===== config.mk =====
export PLATFORM = sky130hd
export DESIGN_NAME = motor_soft_start_ramp_flat
export DESIGN_NICKNAME = d
export VERILOG_FILES = /design/src/rtl/mssr_pkg.sv /design/src/rtl/mssr_item_if.sv /design/src/rtl/mssr_result_if.sv /design/src/rtl/mssr_cfg_if.sv /design/src/rtl/motor_soft_start_ramp.sv /design/src/flat_wrapper.sv
export SDC_FILE = /design/constraint.sdc
export NUM_CORES = 1
export LEC_CHECK = 0
export BUFFER_PORTS_ARGS = -buffer_cell sky130_fd_sc_hd__buf_2
export CORE_ASPECT_RATIO = 0.7
export CORE_MARGIN = 3
export CORE_UTILIZATION = 25
export CTS_BUF_LIST = sky130_fd_sc_hd__clkbuf_4
export DETAILED_ROUTE_END_ITERATION = 7
export HOLD_SLACK_MARGIN = 0.06
export PLACE_DENSITY = 0.38
export REMOVE_ABC_BUFFERS = 1
export SYNTH_ARGS = -nofsm -noshare
export SYNTH_HDL_FRONTEND = slang
export SYNTH_SLANG_ARGS = --single-unit

===== constraint.sdc =====
create_clock -name i_clk -period 3.9 [get_ports i_clk]
set_input_delay 0.39 -clock i_clk [delete_from_list [all_inputs] [get_ports i_clk]]
set_output_delay 0.39 -clock i_clk [all_outputs]
set_load 0.1 [all_outputs]

===== src/rtl/mssr_pkg.sv =====
// Package for the motor soft-start ramp: field widths, register reset values,
// mode, event and register-index codes. No dependencies; every other file imports it.
package mssr_pkg;

    localparam int DUTY_W   = 7;
    localparam int REQ_W    = 8;
    localparam int ACTION_W = 3;
    localparam int MODE_W   = 2;
    localparam int COUNT_W  = 16;
    localparam int CFG_IDX_W  = 2;
    localparam int CFG_DATA_W = 16;

    localparam logic [DUTY_W-1:0]  DUTY_FULL         = 7'd100;
    localparam logic [REQ_W-1:0]   REQ_FULL          = 8'd100;
    localparam logic [COUNT_W-1:0] COUNT_TOP         = 16'hFFFF;
    localparam logic [DUTY_W-1:0]  MIN_DUTY_RESET    = 7'd43;
    localparam logic [DUTY_W-1:0]  RAMP_STEP_RESET   = 7'd2;
    localparam logic [COUNT_W-1:0] RAMP_PERIOD_RESET = 16'd50;

    typedef enum logic [MODE_W-1:0] {
        MODE_STOPPED  = 2'd0,
        MODE_STARTING = 2'd1,
        MODE_RUNNING  = 2'd2,
        MODE_STOPPING = 2'd3
    } t_mode;

    typedef enum logic [ACTION_W-1:0] {
        ACT_TICK   = 3'd0,
        ACT_START  = 3'd1,
        ACT_SOFT   = 3'd2,
        ACT_ESTOP  = 3'd3,
        ACT_TARGET = 3'd4
    } t_action;

    typedef enum logic [CFG_IDX_W-1:0] {
        CFG_MIN_DUTY    = 2'd0,
        CFG_RAMP_STEP   = 2'd1,
        CFG_RAMP_PERIOD = 2'd2
    } t_cfg_idx;

endpackage


===== src/rtl/mssr_item_if.sv =====
// Input channel of the motor soft-start ramp: one event per transaction.
// Depends on mssr_pkg for the field widths.
interface mssr_item_if;
    import mssr_pkg::*;

    logic                valid;
    logic                ready;
    logic [ACTION_W-1:0] action;
    logic [REQ_W-1:0]    duty_request;

    modport source (output valid, output action, output duty_request, input ready);
    modport sink   (input valid, input action, input duty_request, output ready);
endinterface


===== src/rtl/mssr_result_if.sv =====
// Result channel of the motor soft-start ramp: one status word per transaction.
// Depends on mssr_pkg for the field widths.
interface mssr_result_if;
    import mssr_pkg::*;

    logic              valid;
    logic              ready;
    logic [MODE_W-1:0] mode;
    logic [DUTY_W-1:0] present_duty;
    logic [DUTY_W-1:0] goal_duty;
    logic              duty_written;
    logic              driver_halt;

    modport source (output valid, output mode, output present_duty, output goal_duty,
                    output duty_written, output driver_halt, input ready);
    modport sink   (input valid, input mode, input present_duty, input goal_duty,
                    input duty_written, input driver_halt, output ready);
endinterface


===== src/rtl/mssr_cfg_if.sv =====
// Configuration write channel of the motor soft-start ramp: register index and data.
// Depends on mssr_pkg for the field widths.
interface mssr_cfg_if;
    import mssr_pkg::*;

    logic                  valid;
    logic                  ready;
    logic [CFG_IDX_W-1:0]  index;
    logic [CFG_DATA_W-1:0] data;

    modport source (output valid, output index, output data, input ready);
    modport sink   (input valid, input index, input data, output ready);
endinterface


===== src/rtl/motor_soft_start_ramp.sv =====
// Motor soft-start duty sequencer. An accepted event is held in the input register, then its
// result in the result register. Throughput: one event per cycle; while a finished result
// waits, the input register takes one more event and then stalls.
// Synchronous active-low reset: mode stopped, both duties and the tick counter zero,
// registers at 43 / 2 / 50. Configuration writes are always taken.
// Depends on mssr_pkg and the three channel interfaces.
module motor_soft_start_ramp (
    input  logic            i_clk,
    input  logic            i_rst_n,
    mssr_item_if.sink       i_item,
    mssr_cfg_if.sink        i_cfg,
    mssr_result_if.source   o_result
);
    import mssr_pkg::*;

    // Configuration registers
    logic [DUTY_W-1:0]  r_min_duty;
    logic [DUTY_W-1:0]  r_ramp_step;
    logic [COUNT_W-1:0] r_ramp_period;

    // Input register
    logic               r_in_vld;
    t_action            r_in_action;
    logic [REQ_W-1:0]   r_in_req;

    // Sequencer state
    t_mode              r_mode, n_mode;
    logic [DUTY_W-1:0]  r_duty_now, n_duty_now;
    logic [DUTY_W-1:0]  r_duty_goal, n_duty_goal;
    logic [COUNT_W-1:0] r_ticks, n_ticks;

    // Result register
    logic               r_out_vld;
    t_mode              r_out_mode;
    logic [DUTY_W-1:0]  r_out_now;
    logic [DUTY_W-1:0]  r_out_goal;
    logic               r_out_written;
    logic               r_out_halt;

    logic               n_written;
    logic               n_halt;
    logic               out_free;
    logic               adv;
    logic [COUNT_W-1:0] ticks_inc;
    logic [DUTY_W-1:0]  toward_goal;
    logic [DUTY_W-1:0]  up_gap;
    logic [DUTY_W-1:0]  dn_gap;
    logic [DUTY_W-1:0]  req_clamped;

    assign out_free     = !r_out_vld || o_result.ready;
    assign adv          = r_in_vld && out_free;
    assign i_item.ready = !r_in_vld || out_free;
    assign i_cfg.ready  = 1'b1;

    assign o_result.valid        = r_out_vld;
    assign o_result.mode         = r_out_mode;
    assign o_result.present_duty = r_out_now;
    assign o_result.goal_duty    = r_out_goal;
    assign o_result.duty_written = r_out_written;
    assign o_result.driver_halt  = r_out_halt;

    always_ff @(posedge i_clk) begin
        if (!i_rst_n) begin
            r_min_duty    <= MIN_DUTY_RESET;
            r_ramp_step   <= RAMP_STEP_RESET;
            r_ramp_period <= RAMP_PERIOD_RESET;
        end else if (i_cfg.valid) begin
            case (t_cfg_idx'(i_cfg.index))
                CFG_MIN_DUTY:    r_min_duty    <= i_cfg.data[DUTY_W-1:0];
                CFG_RAMP_STEP:   r_ramp_step   <= i_cfg.data[DUTY_W-1:0];
                CFG_RAMP_PERIOD: r_ramp_period <= i_cfg.data[COUNT_W-1:0];
                default: ;
            endcase
        end
    end

    always_ff @(posedge i_clk) begin
        if (!i_rst_n) begin
            r_in_vld <= 1'b0;
        end else if (i_item.ready) begin
            r_in_vld <= i_item.valid;
        end
    end

    always_ff @(posedge i_clk) begin
        if (i_item.ready && i_item.valid) begin
            r_in_action <= t_action'(i_item.action);
            r_in_req    <= i_item.duty_request;
        end
    end

    // Duty one ramp step toward the goal; saturating tick increment; clamped goal request.
    always_comb begin
        up_gap      = r_duty_goal - r_duty_now;
        dn_gap      = r_duty_now - r_duty_goal;
        toward_goal = r_duty_now;
        if (r_duty_now < r_duty_goal) begin
            toward_goal = (up_gap <= r_ramp_step) ? r_duty_goal : r_duty_now + r_ramp_step;
        end else if (r_duty_now > r_duty_goal) begin
            toward_goal = (dn_gap <= r_ramp_step) ? r_duty_goal : r_duty_now - r_ramp_step;
        end
        ticks_inc = (r_ticks == COUNT_TOP) ? r_ticks : r_ticks + 1'b1;
        if (r_in_req > REQ_FULL) begin
            req_clamped = DUTY_FULL;
        end else begin
            req_clamped = r_in_req[DUTY_W-1:0];
        end
        if (req_clamped < r_min_duty) begin
            req_clamped = '0;
        end
    end

    always_comb begin
        n_mode      = r_mode;
        n_duty_now  = r_duty_now;
        n_duty_goal = r_duty_goal;
        n_ticks     = r_ticks;
        n_written   = 1'b0;
        n_halt      = 1'b0;
        case (r_in_action)
            ACT_TICK: begin
                if (r_mode != MODE_STOPPED) begin
                    n_ticks = ticks_inc;
                    if (ticks_inc >= r_ramp_period) begin
                        n_ticks   = '0;
                        n_written = 1'b1;
                        if (r_mode == MODE_STOPPING) begin
                            if (r_duty_now <= r_ramp_step) begin
                                n_duty_now = '0;
                                n_mode     = MODE_STOPPED;
                            end else begin
                                n_duty_now = r_duty_now - r_ramp_step;
                            end
                        end else begin
                            n_duty_now = toward_goal;
                            if (r_mode == MODE_STARTING && toward_goal == r_duty_goal) begin
                                n_mode = MODE_RUNNING;
                            end
                        end
                    end
                end
            end
            ACT_START: begin
                if (r_mode == MODE_STOPPED) begin
                    n_mode  = MODE_STARTING;
                    n_ticks = '0;
                end
            end
            ACT_SOFT: begin
                if (r_mode != MODE_STOPPED) begin
                    n_mode = MODE_STOPPING;
                end
            end
            ACT_ESTOP: begin
                n_duty_now  = '0;
                n_duty_goal = '0;
                n_mode      = MODE_STOPPED;
                n_halt      = 1'b1;
            end
            ACT_TARGET: begin
                n_duty_goal = req_clamped;
            end
            default: ;
        endcase
    end

    always_ff @(posedge i_clk) begin
        if (!i_rst_n) begin
            r_mode      <= MODE_STOPPED;
            r_duty_now  <= '0;
            r_duty_goal <= '0;
            r_ticks     <= '0;
        end else if (adv) begin
            r_mode      <= n_mode;
            r_duty_now  <= n_duty_now;
            r_duty_goal <= n_duty_goal;
            r_ticks     <= n_ticks;
        end
    end

    always_ff @(posedge i_clk) begin
        if (!i_rst_n) begin
            r_out_vld <= 1'b0;
        end else if (out_free) begin
            r_out_vld <= r_in_vld;
        end
    end

    always_ff @(posedge i_clk) begin
        if (adv) begin
            r_out_mode    <= n_mode;
            r_out_now     <= n_duty_now;
            r_out_goal    <= n_duty_goal;
            r_out_written <= n_written;
            r_out_halt    <= n_halt;
        end
    end

    // The applied duty never exceeds full scale.
    a_duty_range: assert property (@(posedge i_clk) disable iff (!i_rst_n)
        r_duty_now <= DUTY_FULL)
        else $error("present duty above full scale");

    // The stopped mode is only reached with the duty at zero.
    a_stopped_zero: assert property (@(posedge i_clk) disable iff (!i_rst_n)
        r_mode == MODE_STOPPED |-> r_duty_now == '0)
        else $error("stopped mode with nonzero duty");

    // An emergency stop result reports a stopped motor with both duties cleared.
    a_halt_result: assert property (@(posedge i_clk) disable iff (!i_rst_n)
        o_result.valid && o_result.driver_halt |->
            o_result.mode == MODE_STOPPED && o_result.present_duty == '0 &&
            o_result.goal_duty == '0)
        else $error("driver halt with live duty");

    // A ramp step clears the tick counter.
    a_step_clears: assert property (@(posedge i_clk) disable iff (!i_rst_n)
        adv && n_written |=> r_ticks == '0)
        else $error("tick counter not cleared after ramp step");

endmodule


===== src/flat_wrapper.sv =====
// flat-port wrapper written by rule: the top's interface ports become plain ports
module motor_soft_start_ramp_flat import mssr_pkg::*;
  (i_clk, i_rst_n, i_item_valid, i_item_action, i_item_duty_request, i_item_ready, i_cfg_valid, i_cfg_index, i_cfg_data, i_cfg_ready, o_result_valid, o_result_mode, o_result_present_duty, o_result_goal_duty, o_result_duty_written, o_result_driver_halt, o_result_ready);
  mssr_item_if i_item_i ();
  mssr_cfg_if i_cfg_i ();
  mssr_result_if o_result_i ();
  input  logic i_clk;
  input  logic i_rst_n;
  input wire logic [$bits(i_item_i.valid)-1:0] i_item_valid;
  input wire logic [$bits(i_item_i.action)-1:0] i_item_action;
  input wire logic [$bits(i_item_i.duty_request)-1:0] i_item_duty_request;
  output wire logic [$bits(i_item_i.ready)-1:0] i_item_ready;
  input wire logic [$bits(i_cfg_i.valid)-1:0] i_cfg_valid;
  input wire logic [$bits(i_cfg_i.index)-1:0] i_cfg_index;
  input wire logic [$bits(i_cfg_i.data)-1:0] i_cfg_data;
  output wire logic [$bits(i_cfg_i.ready)-1:0] i_cfg_ready;
  output wire logic [$bits(o_result_i.valid)-1:0] o_result_valid;
  output wire logic [$bits(o_result_i.mode)-1:0] o_result_mode;
  output wire logic [$bits(o_result_i.present_duty)-1:0] o_result_present_duty;
  output wire logic [$bits(o_result_i.goal_duty)-1:0] o_result_goal_duty;
  output wire logic [$bits(o_result_i.duty_written)-1:0] o_result_duty_written;
  output wire logic [$bits(o_result_i.driver_halt)-1:0] o_result_driver_halt;
  input wire logic [$bits(o_result_i.ready)-1:0] o_result_ready;
  assign i_item_i.valid = i_item_valid;
  assign i_item_i.action = i_item_action;
  assign i_item_i.duty_request = i_item_duty_request;
  assign i_item_ready = i_item_i.ready;
  assign i_cfg_i.valid = i_cfg_valid;
  assign i_cfg_i.index = i_cfg_index;
  assign i_cfg_i.data = i_cfg_data;
  assign i_cfg_ready = i_cfg_i.ready;
  assign o_result_valid = o_result_i.valid;
  assign o_result_mode = o_result_i.mode;
  assign o_result_present_duty = o_result_i.present_duty;
  assign o_result_goal_duty = o_result_i.goal_duty;
  assign o_result_duty_written = o_result_i.duty_written;
  assign o_result_driver_halt = o_result_i.driver_halt;
  assign o_result_i.ready = o_result_ready;
  motor_soft_start_ramp u_core (.i_clk(i_clk), .i_rst_n(i_rst_n), .i_item(i_item_i), .i_cfg(i_cfg_i), .o_result(o_result_i));
endmodule

==> impl_results.md, run 1 <==
* Outcome: finished with violations
* Failing checks: setup timing
* Die Area at just under 30000 um^2
* # port buffers at 53
* Gr ovfl total at 0
* CP Capture Type: flop
* Yosys top cell by area: dfxtp_1
* Final Net Count at 1066
* Layout cell share with drive strength beyond 1 at between 20% and 30%
* Clock Power Share at between 20% and 30%
* FF+latch count, synth at 93
* Final setup viols at 1
* Post-synthesis instance area at between 6000 and 7000 um^2
* Placed insts at 1300
* Slew HR at between 40 and 50%
* GR Util All Layers at 16.94%
* Starting Density at 25.68%
* Reg power frac at 49.6%
* Sw Pwr at 0.6977 mW
* Core Region at 26960 um^2
* Fillers at about 2800
* Htree depth at 3
* Clock-pin slew on the worst setup and hold paths at 0.17 ns
* Finished Layout Cells at 1336
* Top-area cell type share of the netlist area at 18.51%
* Peak Freq at between 200 and 300 MHz
* Seq/Total Area, Yosys at 31.09%
* Worst Clk Skew at 0.02269 ns
* Sw Ratio at around a third
* Comb power frac at between 20 and 25%
* Final Hold Vio Count at 0
* Final WL at 25200 um
* Final WS setup at -0.009512 ns
* Initial DRC count at 410
* Initial antenna violation count at 0
* Startpoint types: flop
* Drt first pass iters at 4
* CTS sink count at slightly above 90
* Hpwl dp at 19480 um
* R2R Setup Slk at -0.01 ns
* Yosys warning count at 0
* CP required at 4.17 ns
* Hold path cells at 3
* CP Launch Point: u_core.r_duty_now[0]$_SDFFE_PN0P_
* Synth Flop Type: dfxtp_1
* Crit path arrival time at 4.18 ns
* Vias in the first global route at 6074
* Crit Path Category: flop to flop
* Minimum clock period at 3.910 ns
* Die W at 204.9 um
* Pin count of the biggest net entering global routing at 48
* EDFF count, synth at 29
* Via/cell ratio at slightly below 5
* Residual DRC at 0
* IR drop worst, VDD at 150.7 uV
* Number of top-level pins at 55
* RSZ-0062 raised after global routing: yes
* Via count at roughly 6500
* Pre-CTS WS at -0.08771 ns
* Synth-to-layout area growth at 27.06%
* Internal at 1.408 mW
* Final period util at 100.2%
* Gpl congestion at 0.8703
* Pwr dens at 239.4 nW/um^2
* Syn_area_per_cell at ~8.3 um^2
* Synth unique cells at 82
* R2R Path Start: u_core.r_duty_now[0]$_SDFFE_PN0P_
* Row cnt at 50
* Hold Path Class: input pin to flop
* Hold Path Sink: u_core.r_ramp_period[8]$_SDFFE_PN0P_
* Skew-Pair Late Insertion Delay at between 0.5 and 0.6 ns
* Final ANT Viol Nets at 0
* Register-to-Register Path Depth at 19
* Clk root buf: clkbuf_4
* Leak at 3.570 nW
* Reg-to-Reg End: u_core.o_result.mode[0]$_DFFE_PP_
* Top post-synthesis cells by area: dfxtp_1 19%, edfxtp_1 13%, ha_1 11%, a21oi_1 4.8%, nand2_1 4.4%
* Asr flop ratio synth at 0%
* Critical path fanouts, max at 8
* Clk buf depth at 2
* Worst hold path startpoint: i_cfg_data[8]
* CTS Buf Count at 9
* Maxcap violations at 0
* Worst Tran Pin Value at 0.8392 ns
* Routed length per instance at 18.86 um
* First-pass GRT wire length at 38210 um
* Die height at 145.2 um
* CTS tree: built
* Synth Instances at 839
* Final Slew Violations at 0
## critical path: stages (launching register included)
cell	delay, ns
dfxtp_2	0.36
inv_2	0.07
ha_4	0.13
inv_2	0.04
fa_2	0.38
a21o_1	0.19
a21oi_2	0.14
o21bai_1	0.10
a21oi_1	0.17
xnor2_1	0.11
ha_1	0.34
nand4_1	0.14
or2_4	0.29
o21a_4	0.14
buf_12	0.13
and4_4	0.14
a31o_1	0.20
nor4_4	0.25
a31oi_1	0.13
a211o_1	0.24
## cells in the final DEF (no fill, tap or decap), drive strengths merged, types with 4 or more instances in the layout
cell type      n
a211oi         9
a21o          15
a21oi         67
a22o           8
a22oi         12
a31oi         12
and2          10
and3           7
and4           5
buf          147
clkbuf        10
dfxtp         64
dlygate4sd3   16
edfxtp        29
fa             4
ha            62
inv           64
mux2i         16
nand2         81
nand2b        12
nand3         20
nand3b         5
nand4         16
nor2          73
nor2b         10
nor3          16
nor3b          4
o211ai        11
o21a           4
o21ai         48
o22ai          8
o31ai          9
or2            5
or3           11
xnor2         21
xor2          11
## worst max-delay path by stage
stage | end | slack (ns)
2_1_floorplan | u_core.r_mode[0]$_SDFFE_PN0P_ | 0.13
3_3_place_gp | u_core.o_result.mode[0]$_DFFE_PP_ | -0.08
3_5_place_dp | u_core.r_mode[0]$_SDFFE_PN0P_ | -0.09
4_1_cts | u_core.r_duty_now[0]$_SDFFE_PN0P_ | 0.004
5_1_grt | u_core.r_mode[0]$_SDFFE_PN0P_ | -0.17
6_report | u_core.o_result.mode[0]$_DFFE_PP_ | -0.01
## metal layers
metal | track usage, % | part of all wire [%]
met1 | 28.35 | 57
met2 | 20.62 | 36
met3 | 4.979 | 5.9
met4 | 2.663 | 1.1
met5 | 0 | 0
## cells by family (layout without fill, tap and decap cells)
logic type / count (synthesis) / after routing / synth area share (%)
adders and majority gates: 66 / 66 / 12.36
DFF: 93 / 93 / 31.09
xor gates and xnor gates: 32 / 32 / 4.157
AOI/OAI and AO/OA: 237 / 237 / 22.74
buffers and inverters: 108 / 240 / 6.362
and+or+nand+nor: 285 / 285 / 20.77
muxes: 17 / 17 / 2.476
other: 1 / 2 / 0.05417
## Yosys cell counts (all sizes together), types with 5 or more instances
| master | n |
|---|---|
| nand2 | 81 |
| nor2 | 73 |
| a21oi | 67 |
| dfxtp | 64 |
| ha | 62 |
| inv | 61 |
| o21ai | 48 |
| clkbuf | 29 |
| edfxtp | 29 |
| xnor2 | 21 |
| nand3 | 20 |
| buf | 18 |
| mux2i | 16 |
| nand4 | 16 |
| nor3 | 16 |
| a21o | 15 |
| a22oi | 12 |
| a31oi | 12 |
| nand2b | 12 |
| o211ai | 11 |
| or3 | 11 |
| xor2 | 11 |
| and2 | 10 |
| nor2b | 10 |
| a211oi | 9 |
| o31ai | 9 |
| a22o | 8 |
| o22ai | 8 |
| and3 | 7 |
| and4 | 5 |
| nand3b | 5 |
| or2 | 5 |
## final cells by class
cell class / count / area [um^2] / share of cell area (%)
clock buffer: 10 / 75.07 / 0.8535
clock inverter: 6 / 71.32 / 0.8108
timing repair buffer: 163 / 1176 / 13.37
multi-input combinational: 638 / 4622 / 52.55
antenna: 1 / 2.502 / 0.02845
tap: 364 / 455.4 / 5.178
inverter: 61 / 229.0 / 2.603
sequential: 93 / 2165 / 24.61
## metrics by stage
stage | utilization [%] | cell area (um^2) | TNS (ns) | hold WS (ns) | total power, mW
2_1_floorplan | - | 6711 | 0 | 0.4363 | 1.318
3_3_place_gp | 30.24 | 8153 | -0.1489 | 0.4458 | 1.487
3_5_place_dp | 30.24 | 8153 | -0.1999 | 0.4480 | 1.483
4_1_cts | 31.49 | 8492 | 0 | 0.06203 | 2.120
5_1_grt | 32.61 | 8793 | -0.7754 | 0.06565 | 2.220
6_report | 32.62 | 8796 | -0.009512 | 0.1149 | 2.105
## repair_timing
item | 4_1_cts | 5_1_grt
endpoints found under the hold margin | 16 | 0
pin swaps | 2 | 28
buffers inserted | 0 | 5
cloned | 0 | 0
endpoints found under the setup margin | 10 | 34
hold buffers | 16 | 0
resized for setup | 9 | 73
## power by group through the flow
stage               Combinational (mW)  Clock [mW]  Sequential (mW)
floorplan                        0.204           0             1.11
global placement                 0.419           0             1.07
detailed placement               0.416           0             1.07
CTS                              0.432       0.642             1.05
global route                     0.494       0.677             1.05
finish                           0.457       0.604             1.04
## state kept, by name (all words and copies together) (netlist names)
name and flops:
u_core.o_result.driver_halt 1, u_core.r_mode 2, u_core.r_ramp_step 7, u_core.o_result.present_duty 7, u_core.r_min_duty 7, u_core.o_result.mode 2, u_core.o_result.duty_written 1, u_core.r_ramp_period 16
u_core.o_result.goal_duty 7, u_core.r_in_vld 1, u_core.r_in_req 8, u_core.o_result.valid 1, u_core.r_duty_now 7, u_core.r_in_action 3, u_core.r_duty_goal 7, u_core.r_ticks 16
No activity file was read; power rests on OpenSTA's default activity.
==> run 2: changes to the inputs <==
CORE_MARGIN = unset   (was 3)
CTS_CLUSTER_DIAMETER = 80   (was unset)
REMOVE_ABC_BUFFERS = unset   (was 1)
==> run 2 against run 1 <==
Effect of this change:
- the run now ends clean
- clock skew down 0.00077 ns
- die area down 4.7%
- hold slack worse by 0.0071 ns
- sequential cell count unchanged
- combinational power down 2%
- global-route usage up 0.11 points
- non-clock buffer count down 15
- largest power group unchanged
- highest routed layer unchanged
==> impl_results.md, run 2 (synthesized netlist as in run 1, its figures left out) <==
* IR drop worst, VDD at 163.9 uV (+8.8%)
* Leak at 3.478 nW (-2.6%)
* Multi-input logic area at 4541 um^2 (-1.8%)
* Final ANT Viol Nets at 0 (unchanged)
* Worst Clk Skew at 0.02192 ns (-0.0007667 ns)
* Worst Tran Pin Value at 0.6850 ns (-0.1542 ns)
* Finished Layout Cells at 1320 (-1.2%)
* Vias in the first global route at 5754 (-5.3%)
* Hold Path Class: input pin to flop
* Final Hold Vio Count at 0 (unchanged)
* Slew HR at 54.33% (+10 points)
* Initial antenna violation count at 0 (unchanged)
* Final Slew Violations at 0 (unchanged)
* First-pass GRT wire length at 36210 um (-5.2%)
* CTS sink count at 93 (unchanged)
* Commonest non-fill, non-tap cell in the layout: nand2_1
* Clk root buf: clkbuf_4
* Die height at 141.2 um (-2.8%)
* Sw Pwr at 0.6588 mW (-5.6%)
* Pwr dens at 242.2 nW/um^2 (+1.2%)
* Buf/Inv on CP at 3 (unchanged)
* Final Net Count at 1051 (-1.4%)
* Internal at 1.421 mW (+0.94%)
* Antenna Cells at 0 (-1)
* CP Capture Type: flop
* CTS tree: built
* # port buffers at 53 (unchanged)
* Pin count of the biggest net entering global routing at 48 (unchanged)
* Syn_nets at about 940
* Biggest regs: u_core.r_ramp_period: 16 flops, u_core.r_ticks: 16 flops, u_core.r_in_req: 8 flops
* Sequential cell area at 2163 um^2 (about the same)
* Skew-Pair Late Insertion Delay at 0.50 ns (about the same)
* Commonest cells after routing, fill and taps aside: 80 x nand2_1, 74 x buf_4, 72 x nor2_1
* Clock-pin slew on the worst setup and hold paths at 0.15 ns (-0.02 ns)
* Row cnt at 50 (unchanged)
* Placed insts at 1281 (-1.5%)
* CTS Buf Count at 9 (unchanged)
* Final Util at 31.85% (-0.77 points)
* Sw Ratio at 31.68% (-1.5 points)
* Die W at 200.9 um (-2.0%)
* Maxcap violations at 0 (unchanged)
* Routed length per instance at 18.36 um (-2.6%)
* Final WL at 24240 um (-3.8%)
* CP max-delay cell: or4b_4
* Crit path arrival time at 4.19 ns (about the same)
* Final period util at 97.88% (-2.4 points)
* CP required at 4.27 ns (+0.10 ns)
* Fillers at 2848 (+0.21%)
* Die Area at 28370 um^2 (-4.7%)
* Clk buf depth at 2 (unchanged)
* Drt first pass iters at 5 (+1)
* Minimum clock period at 3.817 ns (-0.09231 ns)
* Comb power frac at 21.4% (-0.3 points)
* Clock Power Share at 28.3% (-0.4 points)
* Crit Path Category: flop to flop
* Peak Freq at 262.0 MHz (+2.4%)
* Residual DRC at 0 (unchanged)
* Hpwl dp at 18820 um (-3.4%)
* Starting Density at 25.68% (unchanged)
* Synth-to-layout area growth at 24.04%
* Reg power frac at 50.2% (+0.6 points)
* Layout cell share with drive strength beyond 1 at 22.18% (-2.4 points)
* WHS at 0.1078 ns (-0.007123 ns)
* GR Util All Layers at 17.04% (+0.11 points)
* CP max stage delay at 0.56 ns (+0.18 ns)
* Outcome: complete, no violations
* Startpoint types: flop
* Critical path fanouts, max at 6 (-2)
* Initial DRC count at 517 (+26%)
* Core Region at 26960 um^2 (unchanged)
* Critical-path cell list: inv_2 -> ha_4 -> inv_2 -> fa_2 -> a21o_1 -> a21oi_2 -> o21bai_1 -> a21oi_1 -> xnor2_1 -> ha_1 -> nand4_1 -> or2_1 -> o21a_4 -> buf_6 -> o211ai_1 -> a31oi_2 -> or4b_4 -> nor4_4 -> a311oi_1
* RSZ-0062 raised after global routing: yes
* Final Instance Area at 8587 um^2 (-2.4%)
* Cell Area, Placed at 7998 um^2 (-1.9%)
* Most used cell, CP: inv_2
* Gpl congestion at 0.8563 (-1.6%)
* Via count at 6375 (-1.2%)
* Number of top-level pins at 55 (unchanged)
* Via/cell ratio at 4.830 (about the same)
* Gr ovfl total at 0 (unchanged)
* Htree depth at 3 (unchanged)
* Setup Total Neg Slack at 0 ns (+0.009512 ns)
* Final setup viols at 0 (-1)
* Critical path's top delay family: compound AO/OA/AOI/OAI gates
[run 2: changes by cell type in the layout (fill, tap and decap cells not counted), sizes merged]
| cell | previous run | this run |
|---|---|---|
| clkbuf | 10 | 13 |
| clkinvlp | 1 | 0 |
| dlygate4sd3 | 16 | 15 |
| buf | 147 | 133 |
| clkinv | 1 | 0 |
| diode | 1 | 0 |
| inv | 64 | 63 |
[run 2: final timing paths]
| path | startpoint | end | slack, ns | cells past startpoint |
|---|---|---|---|---|
| worst max-delay path | u_core.r_duty_now[0]$_SDFFE_PN0P_ | u_core.r_mode[0]$_SDFFE_PN0P_ | 0.08 | 19 |
| worst max register to register | u_core.r_duty_now[0]$_SDFFE_PN0P_ | u_core.r_mode[0]$_SDFFE_PN0P_ | 0.08 | 19 |
| worst min register to register | u_core.r_ramp_period[8]$_SDFFE_PN0P_ | u_core.r_ramp_period[8]$_SDFFE_PN0P_ | 0.47 | 2 |
| worst min-delay path | i_item_valid | u_core.r_in_vld$_SDFFE_PN0N_ | 0.11 | 3 |
[run 2: area by class of cell]
| type | count | share of cell area [%] |
|---|---|---|
| Clock inverter | 3 | 0.5246 |
| Tap cell | 364 | 5.304 |
| Sequential cell | 93 | 25.19 |
| Multi-Input combinational cell | 638 | 52.88 |
| Clock buffer | 13 | 1.137 |
| Inverter | 61 | 2.666 |
| Timing Repair Buffer | 148 | 12.30 |
[run 2: power groups by stage]
stage               Sequential [mW]  Clock (mW)  Combinational (mW)
detailed placement             1.07           0               0.401
floorplan                      1.11           0               0.221
global route                   1.05       0.651               0.480
finish                         1.04       0.589               0.446
global placement               1.07           0               0.404
CTS                            1.05       0.625               0.424
[run 2: stage by stage]
stage	setup WS, ns	power [mW]
2_1_floorplan	0.09051	1.331
3_3_place_gp	-0.03453	1.472
3_5_place_dp	-0.1201	1.468
4_1_cts	0.004360	2.095
5_1_grt	-0.09796	2.181
6_report	0.08280	2.080
[run 2: worst min-delay path, cell delays in order]
cell	delay, ns
buf_2	0.09
a21oi_1	0.03
nor2_1	0.06
[run 2: repair_timing]
action | in CTS | in global routing
pin swaps | 5 | 21
resized for setup | 7 | 51
endpoints found under the hold margin | 15 | 0
hold buffers | 15 | 0
setup endpoints to repair | 12 | 34
buffers inserted | 2 | 6
[run 2: routing by layer]
layer	global-route usage [%]	up-vias	part of all wire, %
met5	0	-	0
met4	2.933	0	0.73
met3	4.092	14	6.6
met2	21.09	188	37
met1	28.23	2949	56
li1	-	3224	-
==> run 3: changes to the inputs <==
MAX_ROUTING_LAYER = met4   (was unset)
==> run 3 against run 2 <==
Effect of this change:
- critical path depth unchanged
- via count increased by 0.11%
- hold slack got worse by 0.00070 ns
- combinational power about the same
- final cell count increased by 0.15%
- die area unchanged
- cell area about the same
- power increased by 0.32%
- highest routed layer unchanged
==> impl_results.md, run 3 (synthesized netlist as in run 1, its figures left out) <==
* Clk buf depth at 2 (unchanged)
* RSZ-0062 raised after global routing: yes
* Die W at 200.9 um (unchanged)
* R2R Setup Slk at 0.08 ns (about the same)
* First-pass GRT wire length at 36170 um (-0.12%)
* Crit Path Category: flop to flop
* Commonest non-fill, non-tap cell in the layout: nand2_1
* Register-to-Register Path Depth at 19 (unchanged)
* Skew-Pair Late Insertion Delay at 0.51 ns (about the same)
* Pin count of the biggest net entering global routing at 48 (unchanged)
* Antenna Cells at 0 (unchanged)
* R2R Path Start: u_core.r_duty_now[0]$_SDFFE_PN0P_
* GR Util met2 at 20.93% (-0.16 points)
* CP Launch Point: u_core.r_duty_now[0]$_SDFFE_PN0P_
* Biggest regs: u_core.r_ramp_period: 16 flops, u_core.r_ticks: 16 flops, u_core.r_in_req: 8 flops
* Power Total at 2.086 mW (+0.32%)
* Clk root buf: clkbuf_4
* CP max stage delay at 0.56 ns (about the same)
* Htree depth at 3 (unchanged)
* Worst Tran Pin Value at 0.6892 ns (+0.004222 ns)
* Critical path's top delay family: compound AO/OA/AOI/OAI gates
* Reg-to-Reg End: u_core.r_mode[0]$_SDFFE_PN0P_
* Synth-to-layout area growth at 24.11% (about the same)
* Routed length per instance at 18.36 um (about the same)
* CP required at 4.28 ns (about the same)
* CTS sink count at 93 (unchanged)
* Most used cell, CP: inv_2
* Residual DRC at 0 (unchanged)
* # port buffers at 53 (unchanged)
* Row cnt at 50 (unchanged)
* Pwr dens at 242.8 nW/um^2 (+0.26%)
* Hpwl dp at 18820 um (unchanged)
* Crit path arrival time at 4.20 ns (about the same)
* Worst Clk Skew at 0.01748 ns (-0.004442 ns)
* M3 GR Usage at 4.068% (-0.023 points)
* Worst hold path startpoint: i_cfg_data[13]
* Outcome: complete, no violations
* CTS Buf Count at 9 (unchanged)
* Layout cell share with drive strength beyond 1 at 21.92% (-0.26 points)
* Pre-CTS WS at -0.1201 ns (unchanged)
* Critical-path cell list: inv_2 -> ha_4 -> inv_2 -> fa_2 -> a21o_1 -> a21oi_2 -> o21bai_1 -> a21oi_1 -> xnor2_1 -> ha_1 -> nand4_1 -> or2_1 -> o21a_4 -> buf_6 -> o211ai_1 -> a31oi_2 -> or4b_4 -> nor4_4 -> a311oi_1
* Drt first pass iters at 5 (unchanged)
* Die height at 141.2 um (unchanged)
* Number of top-level pins at 55 (unchanged)
* Die Area at 28370 um^2 (unchanged)
* CP Capture Type: flop
* Starting Density at 25.68% (unchanged)
* Cell Area, Placed at 7998 um^2 (unchanged)
* Met1 Resource Use GR at 28.37% (+0.14 points)
* Critical path fanouts, max at 6 (unchanged)
* Final Slew Violations at 0 (unchanged)
* Final Net Count at 1053 (+0.19%)
* Vias in the first global route at 5735 (-0.33%)
* GR Util All Layers at 17.56% (+0.52 points)
* Final WS setup at 0.07939 ns (-0.003413 ns)
* Setup crit end: u_core.r_mode[0]$_SDFFE_PN0P_
* Buf/Inv on CP at 3 (unchanged)
* Busiest grt layer: met1
* Hold Path Class: input pin to flop
* IR drop worst, VDD at 164.0 uV (about the same)
* Final ANT Viol Nets at 0 (unchanged)
* Core Region at 26960 um^2 (unchanged)
* Via count at 6382 (+0.11%)
* Initial antenna violation count at 0 (unchanged)
* Gr ovfl total at 0 (unchanged)
* Placed insts at 1281 (unchanged)
* CP Depth at 19 (unchanged)
* Setup Total Neg Slack at 0 ns (unchanged)
* Via/cell ratio at 4.828 (about the same)
* Initial DRC count at 485 (-6.2%)
* Final Hold Vio Count at 0 (unchanged)
* CTS tree: built
* CP max-delay cell: or4b_4
* Leak at 3.468 nW (-0.28%)
* Syn_nets at 939 (unchanged)
* Final setup viols at 0 (unchanged)
* Peak Freq at 261.7 MHz (about the same)
* Minimum clock period at 3.821 ns (+0.003413 ns)
* Commonest cells after routing, fill and taps aside: 80 x nand2_1, 74 x buf_4, 72 x nor2_1
* Finished Layout Cells at 1322 (+0.15%)
* Slew HR at 54.05% (-0.28 points)
* Gpl congestion at 0.8700 (+1.6%)
* Startpoint types: flop
* Final Instance Area at 8592 um^2 (about the same)
* Final period util at 97.96% (about the same)
* Clock-pin slew on the worst setup and hold paths at 0.15 ns (about the same)
* Final WL at 24270 um (+0.14%)
* Maxcap violations at 0 (unchanged)
==> run 3: timing repair <==
| action | 4_1_cts | 5_1_grt |
|---|---|---|
| gates resized for setup | 7 | 49 |
| pin swaps | 5 | 21 |
| setup endpoints to repair | 12 | 34 |
| setup buffers | 2 | 6 |
| hold buffers | 15 | 2 |
| endpoints found under the hold margin | 15 | 2 |
==> run 3: worst min-delay path by stage <==
stage	endpoint	cells past startpoint
global route	u_core.r_ramp_period[11]$_SDFFE_PN0P_	3
floorplan	u_core.r_ramp_period[10]$_SDFFE_PN0P_	2
CTS	u_core.r_ramp_period[13]$_SDFFE_PN0P_	3
detailed placement	u_core.r_ramp_period[8]$_SDFFE_PN0P_	2
global placement	u_core.r_ramp_period[14]$_SDFFE_PN0P_	2
finish	u_core.r_ramp_period[13]$_SDFFE_PN0P_	3
==> run 3: layer usage <==
layer	part of all wire (%)	wire length (um)
met2	36	8858
met3	5.5	1342
met5	0	0
met4	0.75	182
met1	57	13890
==> run 3: worst min-delay path: stages <==
cell and delay, ns:
buf_2 0.09, nand2_1 0.04, a21oi_1 0.05
==> run 3: power by group <==
part	switching [mW]	internal (mW)	leakage (nW)
combinational	0.279	0.169	2.58
clock	0.366	0.228	0.0829
sequential	0.0196	1.03	0.809
total	0.664	1.42	3.47
==> run 3: final cells by class <==
class / instances / area [um^2]
Clock inverter: 3 / 45.04
Clock buffer: 13 / 97.59
Sequential cell: 93 / 2163
Multi-Input combinational cell: 638 / 4526
Timing Repair Buffer: 150 / 1076
Fill cell: 2853 / 18370
Inverter: 61 / 229.0
Tap cell: 364 / 455.4
==> run 3: per-stage QoR <==
step                utilization (%)  hold WS (ns)
floorplan                         -        0.4363
global placement              29.66        0.4440
detailed placement            29.66        0.4494
CTS                           30.89       0.06156
global route                  31.87       0.06040
finish                        31.87        0.1071
